--- src/sv/kmp_pkg.sv ---
package kmp_pkg;

  localparam int MAX_PATTERN_DEF = 64;
  localparam int DATA_W          = 8;
  localparam int POS_W           = 32;
  localparam int STEP_W          = 3;

  typedef logic [STEP_W-1:0] step_t;

  localparam step_t STEP_IDLE   = 3'd0;
  localparam step_t STEP_SETUP  = 3'd1;
  localparam step_t STEP_READ   = 3'd2;
  localparam step_t STEP_CMP    = 3'd3;
  localparam step_t STEP_COMMIT = 3'd4;
  localparam step_t STEP_EMIT   = 3'd5;

  typedef enum logic [2:0] {
    DP_NOP,
    DP_ACCEPT,
    DP_SETUP,
    DP_READ,
    DP_CMP,
    DP_COMMIT,
    DP_EMIT
  } dp_op_t;

  typedef enum logic [2:0] {
    CND_NEVER,
    CND_ACCEPT,
    CND_WALK,
    CND_TEXT,
    CND_FREE
  } cnd_sel_t;

  typedef struct packed {
    dp_op_t   op;
    cnd_sel_t cnd_a;
    step_t    tgt_a;
    cnd_sel_t cnd_b;
    step_t    tgt_b;
    step_t    tgt_else;
  } ucw_t;

  typedef struct packed {
    logic accept;
    logic walk;
    logic text;
    logic out_free;
  } cond_t;

  function automatic ucw_t ucw_rom(step_t s);
    ucw_t w;
    case (s)
      STEP_IDLE:   w = '{DP_ACCEPT, CND_ACCEPT, STEP_SETUP, CND_NEVER, STEP_IDLE, STEP_IDLE};
      STEP_SETUP:  w = '{DP_SETUP, CND_WALK, STEP_READ, CND_TEXT, STEP_EMIT, STEP_IDLE};
      STEP_READ:   w = '{DP_READ, CND_NEVER, STEP_CMP, CND_NEVER, STEP_CMP, STEP_CMP};
      STEP_CMP:    w = '{DP_CMP, CND_WALK, STEP_READ, CND_NEVER, STEP_COMMIT, STEP_COMMIT};
      STEP_COMMIT: w = '{DP_COMMIT, CND_TEXT, STEP_EMIT, CND_NEVER, STEP_IDLE, STEP_IDLE};
      STEP_EMIT:   w = '{DP_EMIT, CND_FREE, STEP_IDLE, CND_NEVER, STEP_EMIT, STEP_EMIT};
      default:     w = '{DP_NOP, CND_NEVER, STEP_IDLE, CND_NEVER, STEP_IDLE, STEP_IDLE};
    endcase
    return w;
  endfunction

endpackage

--- src/sv/kmp_seq.sv ---
module kmp_seq (
  input  logic            clk,
  input  logic            rst_n,
  input  kmp_pkg::cond_t  cond,
  output kmp_pkg::ucw_t   ucw
);

  kmp_pkg::step_t step_r;
  kmp_pkg::step_t step_nxt;
  logic           hit_a;
  logic           hit_b;

  function automatic logic cond_hit(kmp_pkg::cnd_sel_t sel, kmp_pkg::cond_t c);
    logic h;
    case (sel)
      kmp_pkg::CND_ACCEPT: h = c.accept;
      kmp_pkg::CND_WALK:   h = c.walk;
      kmp_pkg::CND_TEXT:   h = c.text;
      kmp_pkg::CND_FREE:   h = c.out_free;
      default:             h = 1'b0;
    endcase
    return h;
  endfunction

  assign ucw   = kmp_pkg::ucw_rom(step_r);
  assign hit_a = cond_hit(ucw.cnd_a, cond);
  assign hit_b = cond_hit(ucw.cnd_b, cond);

  always_comb begin
    if (hit_a) begin
      step_nxt = ucw.tgt_a;
    end else if (hit_b) begin
      step_nxt = ucw.tgt_b;
    end else begin
      step_nxt = ucw.tgt_else;
    end
  end

  always_ff @(posedge clk) begin
    if (!rst_n) begin
      step_r <= kmp_pkg::STEP_IDLE;
    end else begin
      step_r <= step_nxt;
    end
  end

endmodule

--- src/sv/kmp_substring_search_core.sv ---
// KMP substring search core.
// Input channel (in_valid / in_stall): one beat per byte. in_operation = 0 appends
// in_data to the pattern and builds its prefix entry; in_operation = 1 runs in_data
// through the matcher. in_restart starts a new pattern or a new text; in_last is
// echoed with the text result.
// Result channel (out_valid / out_stall): one beat per text byte, none per pattern
// byte. out_found and out_match_index hold the first match of the current text.
// Steps: a microcoded sequencer does each comparison as a read and a compare step
// on the single read ports of the pattern store and prefix table. A pattern byte
// runs only setup when the store is empty or full, else setup, c read/compare pairs
// for c comparisons and commit. A text byte runs setup then emit when matched,
// overflowed or pattern empty, else adds c pairs and commit; c averages under two.
// The output register lets the next beat be accepted while a result waits; a text
// result that finds the register still stalled waits in the emit step.
// Reset clears lengths, flags, position and the output valid; the stores need no
// clearing since only written entries are read.
module kmp_substring_search_core #(
  parameter int MAX_PATTERN = kmp_pkg::MAX_PATTERN_DEF
) (
  input  logic                       clk,
  input  logic                       rst_n,
  input  logic                       in_valid,
  output logic                       in_stall,
  input  logic                       in_operation,
  input  logic [kmp_pkg::DATA_W-1:0] in_data,
  input  logic                       in_restart,
  input  logic                       in_last,
  output logic                       out_valid,
  input  logic                       out_stall,
  output logic                       out_found,
  output logic [kmp_pkg::POS_W-1:0]  out_match_index,
  output logic                       out_pattern_overflow,
  output logic                       out_end_of_text
);

  localparam int LEN_W = $clog2(MAX_PATTERN + 1);
  localparam int IDX_W = (MAX_PATTERN > 1) ? $clog2(MAX_PATTERN) : 1;
  localparam int POS_W = kmp_pkg::POS_W;
  localparam int DATA_W = kmp_pkg::DATA_W;
  localparam logic [LEN_W-1:0] MAX_LEN = LEN_W'(MAX_PATTERN);

  kmp_pkg::ucw_t  ucw;
  kmp_pkg::cond_t cond;

  logic [DATA_W-1:0] pat_mem [MAX_PATTERN];
  logic [IDX_W-1:0]  pre_mem [MAX_PATTERN];

  logic              pat_we;
  logic [IDX_W-1:0]  pat_wa;
  logic              pre_we;
  logic [IDX_W-1:0]  pre_wa;
  logic [IDX_W-1:0]  pre_wd;
  logic [IDX_W-1:0]  pat_ra;
  logic [IDX_W-1:0]  pre_ra;
  logic [LEN_W-1:0]  jm1;
  logic [DATA_W-1:0] pat_rd_r;
  logic [IDX_W-1:0]  pre_rd_r;

  logic              op_r, op_nxt;
  logic [DATA_W-1:0] byte_r, byte_nxt;
  logic              last_r, last_nxt;
  logic [LEN_W-1:0]  j_r, j_nxt;
  logic [POS_W-1:0]  pos_at_r, pos_at_nxt;

  logic [LEN_W-1:0]  plen_r, plen_nxt;
  logic [LEN_W-1:0]  bpl_r, bpl_nxt;
  logic [LEN_W-1:0]  mlen_r, mlen_nxt;
  logic [POS_W-1:0]  pos_r, pos_nxt;
  logic              found_r, found_nxt;
  logic [POS_W-1:0]  mstart_r, mstart_nxt;
  logic              ovf_r, ovf_nxt;

  logic              out_valid_r, out_valid_nxt;
  logic              out_found_r, out_found_nxt;
  logic [POS_W-1:0]  out_index_r, out_index_nxt;
  logic              out_ovf_r, out_ovf_nxt;
  logic              out_eot_r, out_eot_nxt;

  logic              accept;
  logic              walk;
  logic              out_free;
  logic [POS_W-1:0]  pos_base;

  kmp_seq u_seq (
    .clk   (clk),
    .rst_n (rst_n),
    .cond  (cond),
    .ucw   (ucw)
  );

  assign accept   = in_valid && (ucw.op == kmp_pkg::DP_ACCEPT);
  assign in_stall = (ucw.op != kmp_pkg::DP_ACCEPT);
  assign out_free = !out_valid_r || !out_stall;
  assign pos_base = in_restart ? '0 : pos_r;

  assign cond.accept   = accept;
  assign cond.walk     = walk;
  assign cond.text     = op_r;
  assign cond.out_free = out_free;

  assign jm1    = j_r - LEN_W'(1);
  assign pat_ra = j_r[IDX_W-1:0];
  assign pre_ra = (j_r == '0) ? '0 : jm1[IDX_W-1:0];
  assign pat_wa = plen_r[IDX_W-1:0];
  assign pre_wa = plen_r[IDX_W-1:0];

  always_ff @(posedge clk) begin
    if (pat_we) begin
      pat_mem[pat_wa] <= byte_r;
    end
    pat_rd_r <= pat_mem[pat_ra];
  end

  always_ff @(posedge clk) begin
    if (pre_we) begin
      pre_mem[pre_wa] <= pre_wd;
    end
    pre_rd_r <= pre_mem[pre_ra];
  end

  always_comb begin
    op_nxt        = op_r;
    byte_nxt      = byte_r;
    last_nxt      = last_r;
    j_nxt         = j_r;
    pos_at_nxt    = pos_at_r;
    plen_nxt      = plen_r;
    bpl_nxt       = bpl_r;
    mlen_nxt      = mlen_r;
    pos_nxt       = pos_r;
    found_nxt     = found_r;
    mstart_nxt    = mstart_r;
    ovf_nxt       = ovf_r;
    out_valid_nxt = out_valid_r;
    out_found_nxt = out_found_r;
    out_index_nxt = out_index_r;
    out_ovf_nxt   = out_ovf_r;
    out_eot_nxt   = out_eot_r;
    pat_we        = 1'b0;
    pre_we        = 1'b0;
    pre_wd        = '0;
    walk          = 1'b0;

    if (out_valid_r && !out_stall) begin
      out_valid_nxt = 1'b0;
    end

    case (ucw.op)
      kmp_pkg::DP_ACCEPT: begin
        if (in_valid) begin
          op_nxt   = in_operation;
          byte_nxt = in_data;
          last_nxt = in_last;
          if (!in_operation) begin
            if (in_restart) begin
              plen_nxt = '0;
              bpl_nxt  = '0;
              ovf_nxt  = 1'b0;
            end
            mlen_nxt   = '0;
            pos_nxt    = '0;
            found_nxt  = 1'b0;
            mstart_nxt = '0;
          end else begin
            if (in_restart) begin
              mlen_nxt   = '0;
              found_nxt  = 1'b0;
              mstart_nxt = '0;
            end
            pos_at_nxt = pos_base;
            pos_nxt    = (pos_base == '1) ? pos_base : pos_base + POS_W'(1);
          end
        end
      end
      kmp_pkg::DP_SETUP: begin
        if (!op_r) begin
          if (plen_r >= MAX_LEN) begin
            ovf_nxt = 1'b1;
          end else if (plen_r == '0) begin
            pat_we   = 1'b1;
            pre_we   = 1'b1;
            bpl_nxt  = '0;
            plen_nxt = LEN_W'(1);
          end else begin
            pat_we = 1'b1;
            j_nxt  = bpl_r;
            walk   = 1'b1;
          end
        end else begin
          if (found_r || ovf_r) begin
            found_nxt = found_r;
          end else if (plen_r == '0) begin
            found_nxt  = 1'b1;
            mstart_nxt = '0;
          end else begin
            j_nxt = mlen_r;
            walk  = 1'b1;
          end
        end
      end
      kmp_pkg::DP_READ: begin
        walk = 1'b0;
      end
      kmp_pkg::DP_CMP: begin
        if (pat_rd_r == byte_r) begin
          j_nxt = j_r + LEN_W'(1);
        end else if (j_r != '0) begin
          j_nxt = LEN_W'(pre_rd_r);
          walk  = 1'b1;
        end
      end
      kmp_pkg::DP_COMMIT: begin
        if (!op_r) begin
          pre_we   = 1'b1;
          pre_wd   = j_r[IDX_W-1:0];
          bpl_nxt  = j_r;
          plen_nxt = plen_r + LEN_W'(1);
        end else begin
          mlen_nxt = j_r;
          if (j_r == plen_r) begin
            found_nxt  = 1'b1;
            mstart_nxt = pos_at_r + POS_W'(1) - POS_W'(plen_r);
          end
        end
      end
      kmp_pkg::DP_EMIT: begin
        if (out_free) begin
          out_valid_nxt = 1'b1;
          out_found_nxt = found_r;
          out_index_nxt = found_r ? mstart_r : '0;
          out_ovf_nxt   = ovf_r;
          out_eot_nxt   = last_r;
        end
      end
      default: begin
        walk = 1'b0;
      end
    endcase
  end

  always_ff @(posedge clk) begin
    op_r        <= op_nxt;
    byte_r      <= byte_nxt;
    last_r      <= last_nxt;
    j_r         <= j_nxt;
    pos_at_r    <= pos_at_nxt;
    out_found_r <= out_found_nxt;
    out_index_r <= out_index_nxt;
    out_ovf_r   <= out_ovf_nxt;
    out_eot_r   <= out_eot_nxt;
  end

  always_ff @(posedge clk) begin
    if (!rst_n) begin
      plen_r      <= '0;
      bpl_r       <= '0;
      mlen_r      <= '0;
      pos_r       <= '0;
      found_r     <= 1'b0;
      mstart_r    <= '0;
      ovf_r       <= 1'b0;
      out_valid_r <= 1'b0;
    end else begin
      plen_r      <= plen_nxt;
      bpl_r       <= bpl_nxt;
      mlen_r      <= mlen_nxt;
      pos_r       <= pos_nxt;
      found_r     <= found_nxt;
      mstart_r    <= mstart_nxt;
      ovf_r       <= ovf_nxt;
      out_valid_r <= out_valid_nxt;
    end
  end

  assign out_valid            = out_valid_r;
  assign out_found            = out_found_r;
  assign out_match_index      = out_index_r;
  assign out_pattern_overflow = out_ovf_r;
  assign out_end_of_text      = out_eot_r;

endmodule

--- config.mk ---
export PLATFORM = sky130hd
export DESIGN_NAME = kmp_substring_search_core
export DESIGN_NICKNAME = d
export VERILOG_FILES = /design/src/sv/kmp_pkg.sv /design/src/sv/kmp_seq.sv /design/src/sv/kmp_substring_search_core.sv
export SDC_FILE = /design/constraint.sdc
export NUM_CORES = 1
export LEC_CHECK = 0
export BUFFER_PORTS_ARGS = -buffer_cell sky130_fd_sc_hd__buf_2
export CAP_MARGIN = 40
export CELL_PAD_IN_SITES_DETAIL_PLACEMENT = 0
export CELL_PAD_IN_SITES_GLOBAL_PLACEMENT = 1
export CORE_MARGIN = 1
export CORE_UTILIZATION = 35
export CTS_CLUSTER_DIAMETER = 30
export CTS_CLUSTER_SIZE = 8
export DETAILED_ROUTE_END_ITERATION = 16
export PLACE_DENSITY_LB_ADDON = 0.12
export RECOVER_POWER = 25
export SYNTH_ARGS = -nofsm -noshare
export SYNTH_HDL_FRONTEND = slang
export SYNTH_SLANG_ARGS = --single-unit
--- constraint.sdc ---
create_clock -name clk -period 5.29 [get_ports clk]
set_input_delay 1.058 -clock clk [delete_from_list [all_inputs] [get_ports clk]]
set_output_delay 1.058 -clock clk [all_outputs]
set_load 0.02 [all_outputs]
; After elaboration in Yosys (flattened, before gate mapping)
; Memory sizes are Yosys's and may differ from the RTL's. A register that Yosys moved wholly into a read port is not among the register bits.
; Cells that the tools add are included.
[classes]
addsub = 6
n_lt_le_gt_ge = 1
n_eq_ne = 39
muxes = 81
reduce_logical = 22
[ops]
columns = operator, count
row1 = 32-bit two-way mux, 11
row2 = 7-bit two-way mux, 21
row3 = 18-bit case mux with 6 select lines, 1
row4 = 32-bit case mux with 3 select lines, 1
row5 = "32-bit by 1-bit adder with 32-bit output, second input constant", 2
row6 = 7-bit case mux with 3 select lines, 2
row7 = "32-bit equality test, second input constant", 1
row8 = 1-bit two-way mux, 32
row9 = 32-bit by 7-bit subtractor with 32-bit output, 1
row10 = 7-bit case mux with 2 select lines, 2
row11 = "2-bit != test, second input constant", 13
row12 = "3-bit by 2-bit equality test with 1-bit output, second input constant", 7
row13 = "3-bit equality test, second input constant", 7
row14 = 6-bit two-way mux, 3
row15 = 8-bit AND reduction, 2
row16 = "7-bit by 1-bit adder with 7-bit output, second input constant", 2
row17 = 7-bit zero test, 2
row18 = "3-bit by 1-bit equality test with 1-bit output, second input constant", 4
row19 = "3-bit != test, second input constant", 4
row20 = 8-bit equality test, 1
row21 = 1-bit case mux with 4 select lines, 2
row22 = 7-bit equality test, 1
row23 = "7-bit greater-or-equal comparator, second input constant", 1
row24 = 7-bit nonzero test, 1
row25 = other kinds (16), 25
[word_totals]
reg_bits = 175
ram_bits = 896
in_bits = 15
out_inout_bits = 37
word_cells = 169
n_memories = 2
[memory_table]
columns = name, words, word_bits, read_ports, rd_clocked_by_memory_dff, wr, line_no
row1 = pat_mem, 64, 8, 1, 1, 1, kmp_substring_search_core.sv:45  ; logic [DATA_W-1:0] pat_mem [MAX_PATTERN];
row2 = pre_mem, 64, 6, 1, 1, 1, kmp_substring_search_core.sv:46  ; logic [IDX_W-1:0] pre_mem [MAX_PATTERN];

; Longest topological paths before layout
; Gate-level depths: netlist (run 1).
[depth]
depth_word = 8
depth_mapped = 18
ltp_nobuf = 13

; Modules after synthesis
; Synthesis (run 1) repeated with hierarchy kept, for this count alone.
[hier_totals]
hier_cells = 2818
hier_area_um2 = 44793.0
[modules_own_cells]
columns = module, instances, cells_per_inst, area_per_inst_um2, seq_area_each_um2
row1 = kmp_substring_search_core, 1, 2771, 44458.9, 31470.2
row2 = kmp_seq, 1, 47, 334.1, 60.1

; Worst setup path before layout (run 1)
; OpenSTA, ideal clock, no wires.
[synth_path]
path_type = reg-to-reg
startpoint = register j_r[0]
endpoint = memory pre_mem[0][0] (netlist name), data pin
setup_ps = 690
t_arrival_ps = 3810
required_ps = 4600
path_slack_ps = 790
stages_incl_launch_ff = 6
path_buffers = 3
synth_period_minus_slack_ps = 4500
cell_sequence = edfxtp_1 > buf_2 > clkinv_1 > clkbuf_1 > clkbuf_1 > nor3_1
[synth_via]
elab_chain_cells = 2
[synth_rtl]
columns = element, line_no
row1 = from (decl), kmp_substring_search_core.sv:62  ; logic [LEN_W-1:0] j_r, j_nxt;
row2 = from (signal assigned), kmp_substring_search_core.sv:245  ; j_r <= j_nxt;
row3 = 6-bit two-way mux, kmp_substring_search_core.sv:213  ; if (!op_r) begin
row4 = 6-bit two-way mux, kmp_substring_search_core.sv:148  ; case (ucw.op)
row5 = net pre_wd[0], kmp_substring_search_core.sv:52  ; logic [IDX_W-1:0] pre_wd;
row6 = to (decl), kmp_substring_search_core.sv:46
; The timed path passes the listed nets, and every way through them passes these cells.

; Worst setup path in the final report (run 1)
[layout_path]
startpoint = register byte_r[5]
endpoint = register u_seq.step_r[0]
[layout_via]
elab_chain_cells = 6
word_cells_on_any_way = 7
cone_classes = eq/ne: 1 / mux: 6
[layout_rtl]
columns = element, line_no
row1 = from (decl), kmp_substring_search_core.sv:60  ; logic [DATA_W-1:0] byte_r, byte_nxt;
row2 = from (signal assigned), kmp_substring_search_core.sv:243  ; byte_r <= byte_nxt;
row3 = 8-bit equality test (*), kmp_substring_search_core.sv:205  ; if (pat_rd_r == byte_r) begin
row4 = 1-bit two-way mux (*), kmp_substring_search_core.sv:205
row5 = 1-bit case mux with 2 select lines (*), kmp_substring_search_core.sv:148
row6 = 1-bit case mux with 4 select lines, kmp_seq.sv:15  ; case (sel)
row7 = 3-bit two-way mux, kmp_seq.sv:32  ; end else if (hit_b) begin
row8 = 3-bit two-way mux (*), kmp_seq.sv:30  ; if (hit_a) begin
row9 = to (signal assigned), kmp_seq.sv:41  ; step_r <= kmp_pkg::STEP_IDLE;
row10 = to (signal assigned), kmp_seq.sv:43  ; step_r <= step_nxt;
row11 = to (decl), kmp_seq.sv:8  ; kmp_pkg::step_t step_r;
; Every way passes the cells marked *; elsewhere a longest branch is shown, timed or not.
; A chain may end at the register's enable or synchronous reset.

==> summary.json, run 1 <==
{
  "status": {
    "outcome": "complete, but fails checks",
    "failed_checks": "capacitance limit, slew limit"
  },
  "sta": {
    "layout_min_cycle_time_ps": 4450,
    "timing_max_transition_violations_final": 455,
    "final_setup_tns_ps": 0,
    "max_clock_freq_ghz": 0.225,
    "hold_viol_final": 0,
    "final.setup_skew_ps": 48.2,
    "max_slew_margin": -1.03,
    "rsz0062_at_grt": "false",
    "setup_viol": 0,
    "finalHoldWorstSlack_ps": 405,
    "final.period_utilization": 0.841,
    "worst_slew_pin_slew_ps": 3050
  },
  "logic_synthesis": {
    "share_of_the_yosys_chip_area_belonging_to_registers": 0.699,
    "post_synth_inst_count": 2877,
    "syn-num-nets": 2936,
    "synthDistinctLibCells": 84,
    "synth_top_area_cell": "sky130_fd_sc_hd__edfxtp_1",
    "synth_top_cell_area_share": 0.652,
    "post_synth_instance_area_um2": 45100,
    "async_flop_share": 0,
    "synth_flop_cell": "sky130_fd_sc_hd__edfxtp_1",
    "synth_top_cells_by_area": "sky130_fd_sc_hd__edfxtp_1, sky130_fd_sc_hd__mux4_2, sky130_fd_sc_hd__dfxtp_1",
    "synth-edff-count": 980,
    "number_of_register_bits_inferred_by_synthesis": 1085,
    "avgSynthCellArea_um2": 15.7,
    "number_of_warnings_issued_by_yosys": 0,
    "yosys.cell_count.top_type": "sky130_fd_sc_hd__edfxtp_1",
    "synthTopCellsByCount": "sky130_fd_sc_hd__edfxtp_1, sky130_fd_sc_hd__nand2_1, sky130_fd_sc_hd__mux4_2"
  },
  "route": {
    "viasPerCell": 5.20,
    "antenna_left": 0,
    "drc": 0,
    "drt_wl_total_um": 120000,
    "firstDrtPassIters": 7,
    "drt_first_iter_violations": 1832,
    "detailroute.via_count": 25830,
    "wire_per_inst_um": 24.2
  },
  "finish": {
    "stdcell_area_um2": 55800,
    "drive_above_1_share": 0.224,
    "finalNetCount": 3151,
    "instances_no_fill": 4964,
    "area_growth_synth_to_finish_pct": 23.6
  },
  "worst_setup_path": {
    "cp_cell_sequence": "clkbuf_1 -> xnor2_1 -> nand4_1 -> nor2_1 -> buf_4 -> o32ai_1 -> a2111o_1 -> mux2_2 -> nor2_1 -> o21a_1",
    "worst-setup-path-type": "register to register",
    "crit_fanout": 65,
    "slowest_delay_ps": 2120,
    "timing.critical_path.slowest_stage_cell": "sky130_fd_sc_hd__clkbuf_1",
    "cpMostUsedCell": "sky130_fd_sc_hd__nor2_1",
    "endpoint_kind": "register",
    "kind_of_start_point_of_the_critical_path": "register",
    "cp_data_arrival_time_ps": 5150,
    "r2r_setup_slk_ps": 840,
    "critPathRequiredTime_ps": 5990
  },
  "placed_design": {
    "port-buffer-count": 51,
    "gp_congestion": 0.783,
    "placedInstanceArea_um2": 47600,
    "dp_cells": 4508,
    "detailedPlacementHpwl_um": 74900
  },
  "global_route": {
    "globalRoute.totalOverflow": 0,
    "gr-usage-all-layers": 0.185,
    "grt_start_max_net_pins": 131,
    "grt_pass1_vias": 26940,
    "first_pass_grt_wire_length_um": 180000,
    "number_of_antenna_violations_at_the_first_check_in_global_routing": 0
  },
  "floorplanning": {
    "die_area_um2": 130000,
    "placeableCoreArea_um2": 128000,
    "initial_core_util": 0.353,
    "die-height_um": 361,
    "total_number_of_placement_rows": 131,
    "die_width_um": 361,
    "ioPinCount": 52
  },
  "clock_network": {
    "cts_repair_resize_count": 0,
    "clock_pin_slew_reported_for_the_worst_setup_and_hold_paths_after_clock_tree_synthesis_ps": 50,
    "cts_sinks": 1085,
    "cts-buffers-inserted": 239,
    "cts_root_buffer": "sky130_fd_sc_hd__clkbuf_16",
    "cts_setup_buffers": 0,
    "cts-root-to-sink-buffers": 3,
    "cts_htree_levels": 4,
    "postCtsHoldBufs": 0,
    "clock_latency_on_the_worst_skew_pair_ps": 830,
    "tritoncts_clock_tree": "yes"
  },
  "power_and_ir_drop": {
    "worst_ir_drop_vdd_v": 0.000328,
    "power_dens_cells_nw_per_um2": 503,
    "static-leakage-power_nw": 18.4
  },
  "run": {
    "cap_viol_max_count": 7
  },
  "worst_hold_path": {
    "holdCritPathClass": "primary input to register"
  }
}
-- stage by stage --
stage	util	power (mW)	worst slack (ps)
final	0.437	28.1	840
after global routing	0.437	29.1	455
after CTS	0.437	28.4	1060
after detailed placement	0.373	13.5	1080
after global placement	0.371	13.4	1160
after floorplan	-	12.2	790
-- final timing paths --
| check | from | to | cells after the start |
|---|---|---|---|
| setup / recovery | byte_r[5] | u_seq.step_r[0] | 10 |
| hold reg to reg | last_r | out_end_of_text | 0 |
| hold / removal | in_data[7] | byte_r[7] | 1 |
| setup reg to reg | byte_r[5] | u_seq.step_r[0] | 10 |
-- cells by family after synthesis --
family                     after synthesis  share of synthesized area
AOI/OAI and AO/OA                      385                     0.0581
buffers and inverters                  216                     0.0202
muxes                                  234                      0.110
xor gates and xnor gates                55                     0.0107
and+or+nand+nor                        858                     0.0898
adders and majority gates               44                     0.0124
DFF                                   1085                      0.699
-- cell type report --
class,count,area (um2)
clock inverter,170,2020
tap,1662,2080
inverter,56,210
fill,11273,71900
multi-input combinational,1576,12800
clock buffer,280,6170
antenna,1,2.50
timing repair buffer,134,1000
sequential,1085,31500
-- state kept, by name, summed over array words and instances, names as in the netlist --
name	flops
mstart_r	32
pos_r	32
pre_mem	384
u_seq.step_r	3
pat_rd_r	8
mlen_r	7
plen_r	7
found_r	1
ovf_r	1
byte_r	8
bpl_r	7
pos_at_r	32
out_found	1
out_valid	1
op_r	1
pat_mem	512
out_pattern_overflow	1
j_r	7
pre_rd_r	6
last_r	1
out_end_of_text	1
out_match_index	32
-- critical path: cells and delay by family, from the launching register on --
family	cells	cell delay, ps
AOI/OAI and AO/OA	3	760
muxes	1	260
and+or+nand+nor	3	340
buffers and inverters	2	2360
DFF	1	320
xor gates and xnor gates	1	230
-- placed cells by master (no fill, tap or decap), drive strengths merged, types with 13 or more instances in the layout --
cell / count
buf: 122
and2: 57
a31oi: 34
xnor2: 35
nor2b: 70
edfxtp: 980
o21ai: 81
xor2: 20
a211oi: 38
bufinv: 36
mux4: 209
nand2: 305
clkbuf: 292
ha: 43
nor3: 41
clkinv: 98
mux2i: 14
nand4: 13
dfxtp: 105
a21o: 16
o21a: 15
a311oi: 22
nand2b: 30
a21boi: 16
clkinvlp: 29
nor2: 202
a21oi: 67
and3: 23
inv: 63
nand3: 77
-- power by group --
part	leakage [nW]	total, mW	switching (mW)	internal (mW)
combinational	5.11	3.32	2.17	1.15
clock	3.90	14.8	4.73	10.0
sequential	9.39	9.98	0.157	9.82
total	18.4	28.1	7.06	21.0
-- per-layer routing --
layer	vias up	global-route usage	wire length [um]
met5	-	0	0
met4	0	0.0498	1880
met3	142	0.0414	6020
met2	655	0.299	58100
met1	13319	0.251	54000
li1	11714	-	-
(Power assumes the default switching activity.)
==> run 2: changes to the inputs <==
Clock period 5.29 ns to 4.6 ns, I/O delays scaled along.
==> run 2 against run 1 <==
Net effect: the flow still finishes with violations (capacitance limit, slew limit); non-clock buffer count grew 40; wire length is 1.5% higher; clock power is 22% higher; clock-buffer cell count increased by 39; worst setup slack got worse by 300 ps; global-route usage grew 0.32 points; cell count is 1.2% higher; utilization rose by 0.62 points; sequential power rose by 15%; die area did not move; largest cell class unchanged.
==> summary.json, run 2 (synthesis results as in run 1) <==
{
  "finish": {
    "layout_commonest_cell": "sky130_fd_sc_hd__edfxtp_1",
    "largest_register_ffs": {"value": 512, "change": "unchanged"},
    "final_cell_mix": "sky130_fd_sc_hd__edfxtp_1, sky130_fd_sc_hd__nand2_1, sky130_fd_sc_hd__clkbuf_16",
    "stdcell_area": {"value": 56600, "unit": "um2", "change": "+1.4%"},
    "n_antenna_cell": {"value": 0, "change": "-1"},
    "multiInputGateArea": {"value": 12800, "unit": "um2", "change": "unchanged"},
    "biggestRegsByFlops": "pat_mem: 512 flops, pre_mem: 384 flops",
    "final_core_utilization": {"value": 0.443, "change": "+0.00624"},
    "drive_above_1_share": {"value": 0.236, "change": "+0.0117"},
    "area_growth_synth_to_finish_pct": 25.4,
    "ff_latch_area": {"value": 31500, "unit": "um2", "change": "unchanged"},
    "n_fill_cell": {"value": 11206, "change": "-0.59%"},
    "registers.top_by_ff_count": "pat_mem",
    "finalNetCount": {"value": 3226, "change": "+2.4%"}
  },
  "sta": {
    "timing_max_transition_violations_final": {"value": 517, "change": "+14%"},
    "max_slew_margin": {"value": -1.15, "change": "-0.117"},
    "max_clock_freq": {"value": 0.246, "unit": "GHz", "change": "+9.7%"},
    "final.period_utilization": {"value": 0.882, "change": "+0.0407"},
    "rsz0062_at_grt": "false",
    "hold_viol_final": {"value": 0, "change": "unchanged"},
    "worst_slew_pin_slew": {"value": 3230, "unit": "ps", "change": "+176 ps"},
    "setup_viol": {"value": 0, "change": "unchanged"},
    "finalHoldWorstSlack": {"value": 246, "unit": "ps", "change": "-159 ps"},
    "layout_min_cycle_time": {"value": 4060, "unit": "ps", "change": "-393 ps"},
    "final.setup_skew": {"value": 56.5, "unit": "ps", "change": "+8.29 ps"},
    "final_setup_tns": {"value": 0, "unit": "ps", "change": "unchanged"}
  },
  "global_route": {
    "first_pass_grt_wire_length": {"value": 182000, "unit": "um", "change": "+1.3%"},
    "grt_pass1_vias": {"value": 27541, "change": "+2.2%"},
    "grt_start_max_net_pins": {"value": 131, "change": "unchanged"},
    "gr-usage-all-layers": {"value": 0.189, "change": "+0.00324"},
    "globalRoute.totalOverflow": {"value": 0, "change": "unchanged"},
    "number_of_antenna_violations_at_the_first_check_in_global_routing": {"value": 1, "change": "+1"}
  },
  "clock_network": {
    "cts_sinks": {"value": 1085, "change": "unchanged"},
    "tritoncts_clock_tree": "yes",
    "cts_htree_levels": {"value": 5, "change": "+1"},
    "cts-root-to-sink-buffers": {"value": 4, "change": "+1"},
    "cts_setup_buffers": {"value": 0, "change": "unchanged"},
    "cts_repair_resize_count": {"value": 0, "change": "unchanged"},
    "cts_root_buffer": "sky130_fd_sc_hd__clkbuf_16",
    "clock_latency_on_the_worst_skew_pair": {"value": 880, "unit": "ps", "change": "+50 ps"},
    "clock_pin_slew_reported_for_the_worst_setup_and_hold_paths_after_clock_tree_synthesis": {"value": 40, "unit": "ps", "change": "about the same"},
    "cts-buffers-inserted": {"value": 274, "change": "+15%"},
    "postCtsHoldBufs": {"value": 0, "change": "unchanged"}
  },
  "floorplanning": {
    "die-height": {"value": 361, "unit": "um", "change": "unchanged"},
    "die_area": {"value": 130000, "unit": "um2", "change": "unchanged"},
    "initial_core_util": {"value": 0.353, "change": "unchanged"},
    "total_number_of_placement_rows": {"value": 131, "change": "unchanged"},
    "ioPinCount": {"value": 52, "change": "unchanged"},
    "die_width": {"value": 361, "unit": "um", "change": "unchanged"},
    "placeableCoreArea": {"value": 128000, "unit": "um2", "change": "unchanged"}
  },
  "worst_hold_path": {
    "hold_path_end": "byte_r[2]",
    "hold-path-cell-count": {"value": 1, "change": "unchanged"},
    "holdCritPathClass": "primary input to register",
    "min-delay-start": "in_data[2]"
  },
  "route": {
    "antenna_left": {"value": 0, "change": "unchanged"},
    "wire_per_inst": {"value": 24.2, "unit": "um", "change": "+0.25%"},
    "drc": {"value": 0, "change": "unchanged"},
    "firstDrtPassIters": {"value": 6, "change": "-1"},
    "drt_first_iter_violations": {"value": 2068, "change": "+13%"},
    "viasPerCell": {"value": 5.24, "change": "+0.71%"},
    "drt_wl_total": {"value": 122000, "unit": "um", "change": "+1.5%"},
    "detailroute.via_count": {"value": 26327, "change": "+1.9%"}
  },
  "worst_setup_path": {
    "kind_of_start_point_of_the_critical_path": "register",
    "worst-setup-path-type": "register to register",
    "cp_cell_sequence": "inv_1 -> buf_4 -> ha_1 -> or3b_1 -> o21ai_4 -> buf_12 -> buf_4 -> a211oi_1 -> a311oi_1 -> a211oi_1 -> a2111oi_0 -> buf_1 -> or3_1",
    "regToRegEndpoint": "pre_rd_r[1]",
    "worstReg2RegStart": "j_r[1]",
    "cp_data_arrival_time": {"value": 4860, "unit": "ps", "change": "-290 ps"},
    "critPathRequiredTime": {"value": 5400, "unit": "ps", "change": "-590 ps"},
    "slowest_delay": {"value": 630, "unit": "ps", "change": "-1490 ps"},
    "endpoint_kind": "register",
    "worst_r2r_path_depth": {"value": 13, "change": "+3"},
    "timing.critical_path.slowest_stage_cell": "sky130_fd_sc_hd__o21ai_4",
    "crit_fanout": {"value": 21, "change": "-68%"},
    "r2r_setup_slk": {"value": 540, "unit": "ps", "change": "-300 ps"}
  },
  "power_and_ir_drop": {
    "power_dens_cells": {"value": 590, "unit": "nW/um2", "change": "+17%"},
    "static-leakage-power": {"value": 18.9, "unit": "nW", "change": "+2.8%"},
    "worst_ir_drop_vdd": {"value": 0.000413, "unit": "V", "change": "+26%"}
  },
  "status": {
    "outcome": "complete, but fails checks",
    "failed_checks": "capacitance limit, slew limit"
  },
  "placed_design": {
    "port-buffer-count": {"value": 51, "change": "unchanged"},
    "placedInstanceArea": {"value": 47900, "unit": "um2", "change": "+0.63%"},
    "detailedPlacementHpwl": {"value": 75600, "unit": "um", "change": "+0.93%"},
    "gp_congestion": {"value": 0.816, "change": "+4.2%"}
  },
  "run": {
    "cap_viol_max_count": {"value": 8, "change": "+1"}
  }
}
## run 2: changes by cell type in the layout (fill, tap and decap cells not counted), moves of 5 or more
cell | before | now
sky130_fd_sc_hd__buf_4 | 55 | 100
sky130_fd_sc_hd__buf_6 | 7 | 0
sky130_fd_sc_hd__clkinv_1 | 42 | 54
sky130_fd_sc_hd__clkbuf_1 | 49 | 44
sky130_fd_sc_hd__bufinv_16 | 36 | 28
sky130_fd_sc_hd__clkinv_4 | 17 | 3
sky130_fd_sc_hd__clkinvlp_4 | 29 | 19
sky130_fd_sc_hd__clkinv_2 | 33 | 45
sky130_fd_sc_hd__clkbuf_16 | 239 | 281
## run 2: how the worst max path moves through the flow
| stage | startpoint | to | slack (ps) | depth (start not counted) |
|---|---|---|---|---|
| 5_1_grt | j_r[1] | pre_rd_r[1] | 360 | 13 |
| 6_report | j_r[1] | pre_rd_r[1] | 540 | 13 |
| 4_1_cts | j_r[1] | pre_rd_r[1] | 540 | 13 |
| 3_3_place_gp | j_r[1] | pre_rd_r[1] | 340 | 12 |
| 2_1_floorplan | j_r[0] | pre_mem[0][0] | 100 | 5 |
| 3_5_place_dp | j_r[1] | pre_rd_r[1] | 560 | 13 |
## run 2: metal layers
layer / up-vias / routed length (um) / GRT usage
li1: 11824 / - / -
met1: 13500 / 54100 / 0.253
met2: 775 / 57500 / 0.298
met3: 226 / 7130 / 0.0465
met4: 2 / 3070 / 0.0656
met5: - / 7 / 0
## run 2: cell type report
class                           count  area share
Clock inverter                    152      0.0263
Sequential cell                  1085       0.557
Tap cell                         1662      0.0368
Multi-Input combinational cell   1576       0.225
Inverter                           56     0.00372
Clock buffer                      319       0.128
Timing Repair Buffer              174      0.0225
## run 2: report_power, final
| group | leakage [nW] | switching (mW) | total (mW) | internal (mW) |
|---|---|---|---|---|
| combinational | 5.30 | 2.49 | 3.82 | 1.33 |
| clock | 4.24 | 5.45 | 18.1 | 12.6 |
| sequential | 9.39 | 0.173 | 11.5 | 11.3 |
| total | 18.9 | 8.11 | 33.4 | 25.2 |
## run 2: critical path: cells and delay by family, from the launching register on
kind | cells | cell delay [ps]
AO/OA/AOI/OAI | 5 | 1790
flip-flops | 1 | 430
adder cells (fa/ha/maj) | 1 | 190
AND/OR/NAND/NOR | 2 | 620
buffers and inverters | 5 | 950
## run 2: stage by stage
stage	total power [mW]	std cells	setup slack [ps]
CTS	33.7	5023	544
global placement	15.4	4542	345
floorplan	14.0	2877	99.8
finish	33.4	5024	543
global route	34.6	5024	357
detailed placement	15.5	4552	557
